File: config.mk
export PLATFORM = sky130hd
export DESIGN_NAME = canonical_kmer_extractor_top
export DESIGN_NICKNAME = d
export VERILOG_FILES = /design/src/sv/cke_pkg.sv /design/src/sv/canonical_kmer_extractor_top.sv
export VERILOG_INCLUDE_DIRS = /design/src /design/src/sv
export SDC_FILE = /design/constraint.sdc
export NUM_CORES = 1
export LEC_CHECK = 0
export BUFFER_PORTS_ARGS = -buffer_cell sky130_fd_sc_hd__buf_4
export CORE_ASPECT_RATIO = 0.7
export CORE_UTILIZATION = 35
export DETAILED_ROUTE_END_ITERATION = 8
export GPL_TIMING_DRIVEN = 0
export PLACE_DENSITY = 0.56
export SYNTH_ARGS = -nofsm -noshare
export SYNTH_HDL_FRONTEND = slang
export SYNTH_SLANG_ARGS = --single-unit
File: constraint.sdc
create_clock -name i_clk -period 8.7 [get_ports i_clk]
set_input_delay 0.435 -clock i_clk [delete_from_list [all_inputs] [get_ports i_clk]]
set_output_delay 0.435 -clock i_clk [all_outputs]
set_load 0.005 [all_outputs]
File: src/sv/canonical_kmer_extractor_top_assert.svh
// ----------------------------------------------------------------------------
// canonical k-mer extractor assertion macros
// shared property forms for the extractor checks
// ----------------------------------------------------------------------------
`ifndef CANONICAL_KMER_EXTRACTOR_TOP_ASSERT_SVH
`define CANONICAL_KMER_EXTRACTOR_TOP_ASSERT_SVH

// same-cycle implication, disabled while reset is low
`define CKE_ASSERT_NOW(lbl, clk, rst_n, ante, cons, msg) \
    lbl: assert property (@(posedge clk) disable iff (!rst_n) (ante) |-> (cons)) \
        else $error(msg);

// next-cycle implication, disabled while reset is low
`define CKE_ASSERT_NEXT(lbl, clk, rst_n, ante, cons, msg) \
    lbl: assert property (@(posedge clk) disable iff (!rst_n) (ante) |=> (cons)) \
        else $error(msg);

`endif

File: src/sv/cke_pkg.sv
// ----------------------------------------------------------------------------
// cke_pkg
// types, character codes and base decode for the canonical k-mer extractor
// ----------------------------------------------------------------------------
package cke_pkg;

    // default of MAX_K, the upper bound of the k-mer length
    localparam int unsigned MAX_K_DEF = 32;

    // field and register widths
    localparam int unsigned CHAR_W  = 8;
    localparam int unsigned KMER_W  = 64;
    localparam int unsigned KLEN_W  = 6;
    localparam int unsigned CFG_IDX_W  = 2;
    localparam int unsigned CFG_DATA_W = 6;
    localparam int unsigned SHAMT_W = 7;
    localparam int unsigned CODE_W  = 3;

    // configuration register indexes
    localparam logic [CFG_IDX_W-1:0] CFG_KMER_LENGTH    = 2'd0;
    localparam logic [CFG_IDX_W-1:0] CFG_CANONICAL_MODE = 2'd1;

    // register reset values
    localparam logic [KLEN_W-1:0] KLEN_RST      = 6'd21;
    localparam logic              CANONICAL_RST = 1'b1;

    // special characters
    localparam logic [CHAR_W-1:0] CH_GT = 8'h3E;
    localparam logic [CHAR_W-1:0] CH_LF = 8'h0A;
    localparam logic [CHAR_W-1:0] CH_CR = 8'h0D;

    // base codes
    localparam logic [CODE_W-1:0] BASE_A     = 3'd0;
    localparam logic [CODE_W-1:0] BASE_C     = 3'd1;
    localparam logic [CODE_W-1:0] BASE_G     = 3'd2;
    localparam logic [CODE_W-1:0] BASE_T     = 3'd3;
    localparam logic [CODE_W-1:0] NOT_A_BASE = 3'd4;

    typedef enum logic [1:0] {
        PM_OUTSIDE  = 2'd0,
        PM_HEADER   = 2'd1,
        PM_SEQUENCE = 2'd2
    } t_parse_mode;

    // map a text byte to its 2-bit base, or flag it as no base
    function automatic logic [CODE_W-1:0] base_code(input logic [CHAR_W-1:0] c);
        logic [CODE_W-1:0] code;
        case (c)
            8'h41, 8'h61: code = BASE_A;
            8'h43, 8'h63: code = BASE_C;
            8'h47, 8'h67: code = BASE_G;
            8'h54, 8'h74,
            8'h55, 8'h75: code = BASE_T;
            default:      code = NOT_A_BASE;
        endcase
        return code;
    endfunction

endpackage

File: src/sv/canonical_kmer_extractor_top.sv
// path: a byte is taken into the input register and, in one logic pass,
//   its k-mer is written into the output register
// throughput: one byte per cycle while not stalled; the forward/reverse shift
//   and strand compare sit in the single pass from input to result register
// reset: synchronous, active low; parser outside any record, strands and run
//   length cleared, k = 21 and canonical mode on
// ----------------------------------------------------------------------------
// canonical_kmer_extractor_top
// parses a FASTA byte stream and emits one 2-bit packed k-mer per base
// once the current base run holds k bases
// ----------------------------------------------------------------------------
`include "canonical_kmer_extractor_top_assert.svh"

module canonical_kmer_extractor_top #(
    parameter int unsigned MAX_K = cke_pkg::MAX_K_DEF
) (
    input  logic                               i_clk,
    input  logic                               i_rst_n,
    // byte input channel
    input  logic                               i_valid,
    output logic                               o_stall,
    input  logic [cke_pkg::CHAR_W-1:0]         i_char_in,
    // k-mer output channel
    output logic                               o_valid,
    input  logic                               i_stall,
    output logic [cke_pkg::KMER_W-1:0]         o_kmer_value,
    output logic                               o_from_reverse,
    // configuration write channel
    input  logic                               i_cfg_valid,
    output logic                               o_cfg_ready,
    input  logic [cke_pkg::CFG_IDX_W-1:0]      i_cfg_index,
    input  logic [cke_pkg::CFG_DATA_W-1:0]     i_cfg_data
);

    // strand width and run counter width follow from the largest k
    localparam int unsigned W  = 2 * MAX_K;
    localparam int unsigned KW = $clog2(MAX_K + 1);

    // configuration registers
    logic [cke_pkg::KLEN_W-1:0] r_kmer_length;
    logic                       r_canonical;

    // input register (doubles as the skid stage toward the output)
    logic                       r_in_valid;
    logic [cke_pkg::CHAR_W-1:0] r_char;

    // parser and rolling strand state
    cke_pkg::t_parse_mode r_mode, n_mode;
    logic [W-1:0]         r_fwd, n_fwd;
    logic [W-1:0]         r_rev, n_rev;
    logic [KW-1:0]        r_run, n_run;

    // result register
    logic                       r_out_valid;
    logic [cke_pkg::KMER_W-1:0] r_kmer_value;
    logic                       r_from_reverse;

    // per-byte decode
    logic                        is_gt, is_lf, is_cr;
    logic [cke_pkg::CODE_W-1:0]  code;
    logic                        shift_en, run_clr, emit;
    logic                        out_free, fire;

    // strand extraction
    logic [W+1:0]                fwd_ext, rev_ext;
    logic [KW-1:0]               run_inc;
    logic [KW-1:0]               k_eff;
    logic [cke_pkg::SHAMT_W-1:0] k2, rev_shamt;
    logic [W-1:0]                mask, fwd_k, rev_k;
    logic                        pick_rev;

    // ------------------------------------------------------------------
    // handshake: the byte in the input register moves on when the result
    // register is empty or being taken, so unless o_stall is high a new byte can enter every cycle
    // ------------------------------------------------------------------
    assign out_free    = !r_out_valid || !i_stall;
    assign fire        = r_in_valid && out_free;
    assign o_stall     = r_in_valid && !out_free;
    assign o_cfg_ready = 1'b1;

    assign o_valid        = r_out_valid;
    assign o_kmer_value   = r_kmer_value;
    assign o_from_reverse = r_from_reverse;

    assign is_gt = (r_char == cke_pkg::CH_GT);
    assign is_lf = (r_char == cke_pkg::CH_LF);
    assign is_cr = (r_char == cke_pkg::CH_CR);
    assign code  = cke_pkg::base_code(r_char);

    // ------------------------------------------------------------------
    // parser next state
    // ------------------------------------------------------------------
    always_comb begin
        n_mode = r_mode;
        if (is_gt && r_mode != cke_pkg::PM_HEADER) begin
            n_mode = cke_pkg::PM_HEADER;
        end else begin
            case (r_mode)
                cke_pkg::PM_HEADER: begin
                    if (is_lf) begin
                        n_mode = cke_pkg::PM_SEQUENCE;
                    end
                end
                default: n_mode = r_mode;
            endcase
        end
    end

    // ------------------------------------------------------------------
    // parser outputs: shift a base in, or break the run
    // ------------------------------------------------------------------
    always_comb begin
        shift_en = 1'b0;
        run_clr  = 1'b0;
        if (is_gt && r_mode != cke_pkg::PM_HEADER) begin
            // a new header always breaks the run
            run_clr = 1'b1;
        end else begin
            case (r_mode)
                cke_pkg::PM_SEQUENCE: begin
                    // line breaks inside a sequence are transparent
                    if (!is_lf && !is_cr) begin
                        if (code == cke_pkg::NOT_A_BASE) begin
                            run_clr = 1'b1;
                        end else begin
                            shift_en = 1'b1;
                        end
                    end
                end
                default: begin
                    shift_en = 1'b0;
                    run_clr  = 1'b0;
                end
            endcase
        end
    end

    // ------------------------------------------------------------------
    // rolling strands: forward takes the newest base in the low bits,
    // reverse complement takes its complement in the high bits
    // ------------------------------------------------------------------
    assign fwd_ext = {r_fwd, code[1:0]};
    assign rev_ext = {~code[1:0], r_rev};
    assign n_fwd   = fwd_ext[W-1:0];
    assign n_rev   = rev_ext[W+1:2];

    // run length saturates at the largest k
    assign run_inc = (r_run < KW'(MAX_K)) ? (r_run + KW'(1)) : r_run;
    assign n_run   = run_clr ? '0 : (shift_en ? run_inc : r_run);

    // k clamps into 1..MAX_K
    always_comb begin
        if (r_kmer_length == '0) begin
            k_eff = KW'(1);
        end else if (r_kmer_length > cke_pkg::KLEN_W'(MAX_K)) begin
            k_eff = KW'(MAX_K);
        end else begin
            k_eff = KW'(r_kmer_length);
        end
    end

    // keep the newest k bases of each strand
    assign k2        = cke_pkg::SHAMT_W'({k_eff, 1'b0});
    assign rev_shamt = cke_pkg::SHAMT_W'(W) - k2;
    assign mask      = ~({W{1'b1}} << k2);
    assign fwd_k     = n_fwd & mask;
    assign rev_k     = n_rev >> rev_shamt;

    // on a tie the forward strand wins
    assign pick_rev = r_canonical && (rev_k < fwd_k);
    assign emit     = shift_en && (run_inc >= k_eff);

    // ------------------------------------------------------------------
    // configuration registers
    // ------------------------------------------------------------------
    always_ff @(posedge i_clk) begin
        if (!i_rst_n) begin
            r_kmer_length <= cke_pkg::KLEN_RST;
            r_canonical   <= cke_pkg::CANONICAL_RST;
        end else if (i_cfg_valid && o_cfg_ready) begin
            case (i_cfg_index)
                cke_pkg::CFG_KMER_LENGTH:    r_kmer_length <= i_cfg_data;
                cke_pkg::CFG_CANONICAL_MODE: r_canonical   <= i_cfg_data[0];
                default: begin
                    r_kmer_length <= r_kmer_length;
                    r_canonical   <= r_canonical;
                end
            endcase
        end
    end

    // ------------------------------------------------------------------
    // input register
    // ------------------------------------------------------------------
    always_ff @(posedge i_clk) begin
        if (!i_rst_n) begin
            r_in_valid <= 1'b0;
        end else if (i_valid && !o_stall) begin
            r_in_valid <= 1'b1;
        end else if (fire) begin
            r_in_valid <= 1'b0;
        end
    end

    always_ff @(posedge i_clk) begin
        if (i_valid && !o_stall) begin
            r_char <= i_char_in;
        end
    end

    // ------------------------------------------------------------------
    // parser and strand state, updated once per byte
    // ------------------------------------------------------------------
    always_ff @(posedge i_clk) begin
        if (!i_rst_n) begin
            r_mode <= cke_pkg::PM_OUTSIDE;
            r_fwd  <= '0;
            r_rev  <= '0;
            r_run  <= '0;
        end else if (fire) begin
            r_mode <= n_mode;
            r_run  <= n_run;
            if (shift_en) begin
                r_fwd <= n_fwd;
                r_rev <= n_rev;
            end
        end
    end

    // ------------------------------------------------------------------
    // result register
    // ------------------------------------------------------------------
    always_ff @(posedge i_clk) begin
        if (!i_rst_n) begin
            r_out_valid <= 1'b0;
        end else if (fire && emit) begin
            r_out_valid <= 1'b1;
        end else if (!i_stall) begin
            r_out_valid <= 1'b0;
        end
    end

    always_ff @(posedge i_clk) begin
        if (fire && emit) begin
            r_kmer_value   <= cke_pkg::KMER_W'(pick_rev ? rev_k : fwd_k);
            r_from_reverse <= pick_rev;
        end
    end

    // ------------------------------------------------------------------
    // checks
    // ------------------------------------------------------------------
    // a k-mer only comes out of a sequence line
    `CKE_ASSERT_NOW(a_emit_in_seq, i_clk, i_rst_n, fire && emit, r_mode == cke_pkg::PM_SEQUENCE, "k-mer emitted outside a sequence")
    // an emitted k-mer lands in the result register on the next edge
    `CKE_ASSERT_NEXT(a_emit_lands, i_clk, i_rst_n, fire && emit, r_out_valid, "emitted k-mer lost")
    // the reverse strand is only ever chosen in canonical mode
    `CKE_ASSERT_NOW(a_rev_canon, i_clk, i_rst_n, r_out_valid && r_from_reverse, r_canonical, "reverse strand outside canonical mode")
    // a byte that breaks the run never emits
    `CKE_ASSERT_NOW(a_break_quiet, i_clk, i_rst_n, fire && run_clr, !emit && (n_run == '0), "run break emitted a k-mer")

endmodule
==> results.yml <==
yosys:
  synth_common_cells: "398 x nand2_1, 215 x mux2i_1, 141 x dfxtp_1"
  synth_area_per_cell_um2: 8.66
  synth_top_area_cell: "dfxtp_1"
  synth_ff_type: "dfxtp_1"
  synthMostInstantiatedCell: "nand2_1"
  synth.net_count: 1705
  synth_seq_cells: 214
  yosysSeqAreaShare_pct: 36.0
  ys_warn_count: 0
  yosysTopAreaCellShare_pct: 20.2
  async_reset_ff_share_pct: 0
  syn_inst: 1610
  synth-edff-count: 73
  syn_area_mm2: 0.0139
  synthTopCellsByArea: "dfxtp_1 20%, edfxtp_1 16%, mux2i_1 15%, nand2_1 11%, a21boi_0 6.8%"
  synth_cell_types: 68
layout:
  fillers: 3977
  drive_above_1_share_pct: 10.0
  nNetsFinal: 1817
  area_delta_synth_final_pct: 14.5
placement:
  globalplace.congestion: 1.03
  dp_hpwl_um: 39700
  io_buffer_count: 86
clocking:
  cts_buffers: 22
  clk_latency_ns: 0.55
  cts-root-buf: "clkbuf_16"
  cts.sinks: 214
  clkTransAtPathRegs_ns: 0.07
  hold_buffers: 0
  h-tree-depth: 1
  cts_tree: "built"
  post-cts-setup-buffers: 0
  cts_max_path_buffers: 3
timing:
  setup_viol: 0
  max_freq_mhz: 118
  final_hold_viol_count: 0
  slew_violations: 0
  fin_crit_ns: 8.44
  rsz0062_at_grt: "no"
  finClkSkew_ns: 0.0226
  finalCritPeriodShare_pct: 97.1
  tightest_slew_ns: 1.21
  relSlewSlack_pct: 19.1
  setup_tns_ns: 0
route:
  post_drt_wl_per_cell_um: 22.0
  vias: 12300
  drt_iter0_drc: 1285
  drc_errors: 0
  avgViaCountPerCell: 5.43
  ant_nets: 0
  first_pass_iters: 5
  wl_um: 49900
hold_path:
  min_to: "r_char[7]"
  hold_depth: 1
  min_from: "i_char_in[7]"
  hp-class: "in -> reg"
setup_path:
  r2r_end: "o_kmer_value[36]"
  r2r_setup_slack_ns: 0.26
  start_kind: "flop"
  reg2regPathDepth: 25
  critical_path_class: "reg -> reg"
  r2r-start: "r_kmer_length[1]"
  crit_required_ns: 9.03
  crit_fanout: 10
  crit_arrival_ns: 8.78
  endpoint_kind: "flop"
power:
  powerDensity_mw_per_mm2: 158
  p_leak_nw: 6.92
  p_total_mw: 2.52
  peakVddDrop_v: 0.000122
global_route:
  overflow: 0
  grt_pass1_vias: 11700
  grt_max_degree: 35
  grt_pass1_wl_um: 73900
  grt_use_total_pct: 24.6
  antenna_found_initial: 1
floorplanning:
  start_util_pct: 35.9
  dieArea_mm2: 0.0407
  die_y_um: 169
  rows: 60
  core_area_mm2: 0.0388
  die_width_um: 241
  ios: 89
run_status:
  status: "finished clean"
job:
  drv_cap: 0
power by group:
part / internal [mW] / leakage, nW / switching (mW)
Sequential: 1.04 / 1.72 / 0.00399
Combinational: 0.233 / 4.88 / 0.351
Clock: 0.477 / 0.324 / 0.415
cell type report:
type	count	area, um2	area share [%]
well taps	527	659	4.13
multi-input cells	1220	8220	51.5
diodes	1	2.50	0.0157
repair buffers	88	693	4.34
clock buffers	30	591	3.70
inverters	73	277	1.73
clock inverters	10	58.8	0.368
plain buffers	103	455	2.85
flip-flops and latches	214	5010	31.4
state kept, by name, summed over array words and instances (netlist names):
name,cells
o_from_reverse,1
o_kmer_value,64
o_valid,1
r_canonical,1
r_char,8
r_fwd,62
r_in_valid,1
r_kmer_length,6
r_mode,2
r_rev,62
r_run,6
layout by cell type, fill, tap and decap left out, types with 13 or more instances in the layout:
| cell | n |
|---|---|
| edfxtp_1 | 73 |
| buf_4 | 89 |
| a21oi_1 | 50 |
| mux2i_1 | 215 |
| nand4_1 | 13 |
| dfxtp_1 | 141 |
| nand3_1 | 15 |
| clkbuf_16 | 22 |
| o21ai_0 | 45 |
| buf_1 | 17 |
| nand2_1 | 398 |
| a21o_1 | 15 |
| nor2_1 | 62 |
| inv_1 | 70 |
| nand2b_1 | 19 |
| nor2b_1 | 21 |
| a21boi_0 | 127 |
| clkbuf_1 | 74 |
| ha_1 | 74 |
metrics by stage:
step | worst slack [ns] | area, um2 | instances | util, % | hold WS (ns)
after floorplan | 2.53 | 13900 | 1610 | - | 0.436
after global placement | 0.196 | 15300 | 2223 | 39.3 | 0.462
after detailed placement | 0.179 | 15300 | 2225 | 39.5 | 0.472
after CTS | 0.149 | 16000 | 2265 | 41.1 | 0.0381
after global routing | 0.0266 | 16000 | 2265 | 41.1 | 0.0462
final | 0.256 | 16000 | 2266 | 41.2 | 0.0653
worst max-delay path, cell delays in order, from the launching register on:
cell and delay [ns]:
dfxtp_1 0.30, buf_2 0.20, nor4_4 0.52, o21ai_4 0.25, ha_1 0.36, buf_2 0.32, clkbuf_1 0.42, clkbuf_1 0.52
buf_1 0.67, mux2i_1 0.52, mux2i_1 0.25, mux2i_1 0.38, nand2_1 0.17, inv_1 0.09, ha_1 0.17, nand4_1 0.10
nor4_1 0.50, nand4_1 0.39, o21ai_0 0.50, a2bb2oi_1 0.11, o21ai_0 0.28, o21bai_1 0.23, o41a_1 0.21, buf_6 0.21
buf_6 0.20, mux2i_1 0.31
worst max path at each step:
| stage | start | endpoint | slack, ns |
|---|---|---|---|
| finish | r_kmer_length[1] | o_kmer_value[36] | 0.26 |
| CTS | r_kmer_length[1] | o_kmer_value[47] | 0.15 |
| global placement | r_kmer_length[1] | o_kmer_value[36] | 0.20 |
| global route | r_kmer_length[1] | o_kmer_value[33] | 0.03 |
| detailed placement | r_kmer_length[1] | o_kmer_value[44] | 0.18 |
| floorplan | r_kmer_length[1] | o_kmer_value[16] | 2.53 |
routing by layer:
metal | global-route usage, % | share of wire [%] | vias up
li1 | - | - | 5842
met1 | 38.1 | 50 | 5909
met2 | 31.8 | 37 | 475
met3 | 7.84 | 11 | 68
met4 | 5.90 | 2.2 | 0
met5 | 0 | 0 | -
cell families (layout without fill, tap and decap cells):
kind of cell / after synthesis / count (layout) / synth area share [%]
xor+xnor: 4 / 4 / 0.251
compound gates: 312 / 312 / 15.5
mux: 242 / 242 / 18.3
other cells: 1 / 2 / 0.0269
fa+ha+maj: 74 / 74 / 6.64
flops: 214 / 214 / 36.0
simple gates: 587 / 587 / 18.1
buf+inv: 176 / 304 / 5.23
repair_timing:
item                                    in CTS  in global routing
endpoints found under the setup margin       0                 65
endpoints found under the hold margin        0                  0
resized for setup                            0                  4
Note: power is estimated with default switching activity, not from simulation.
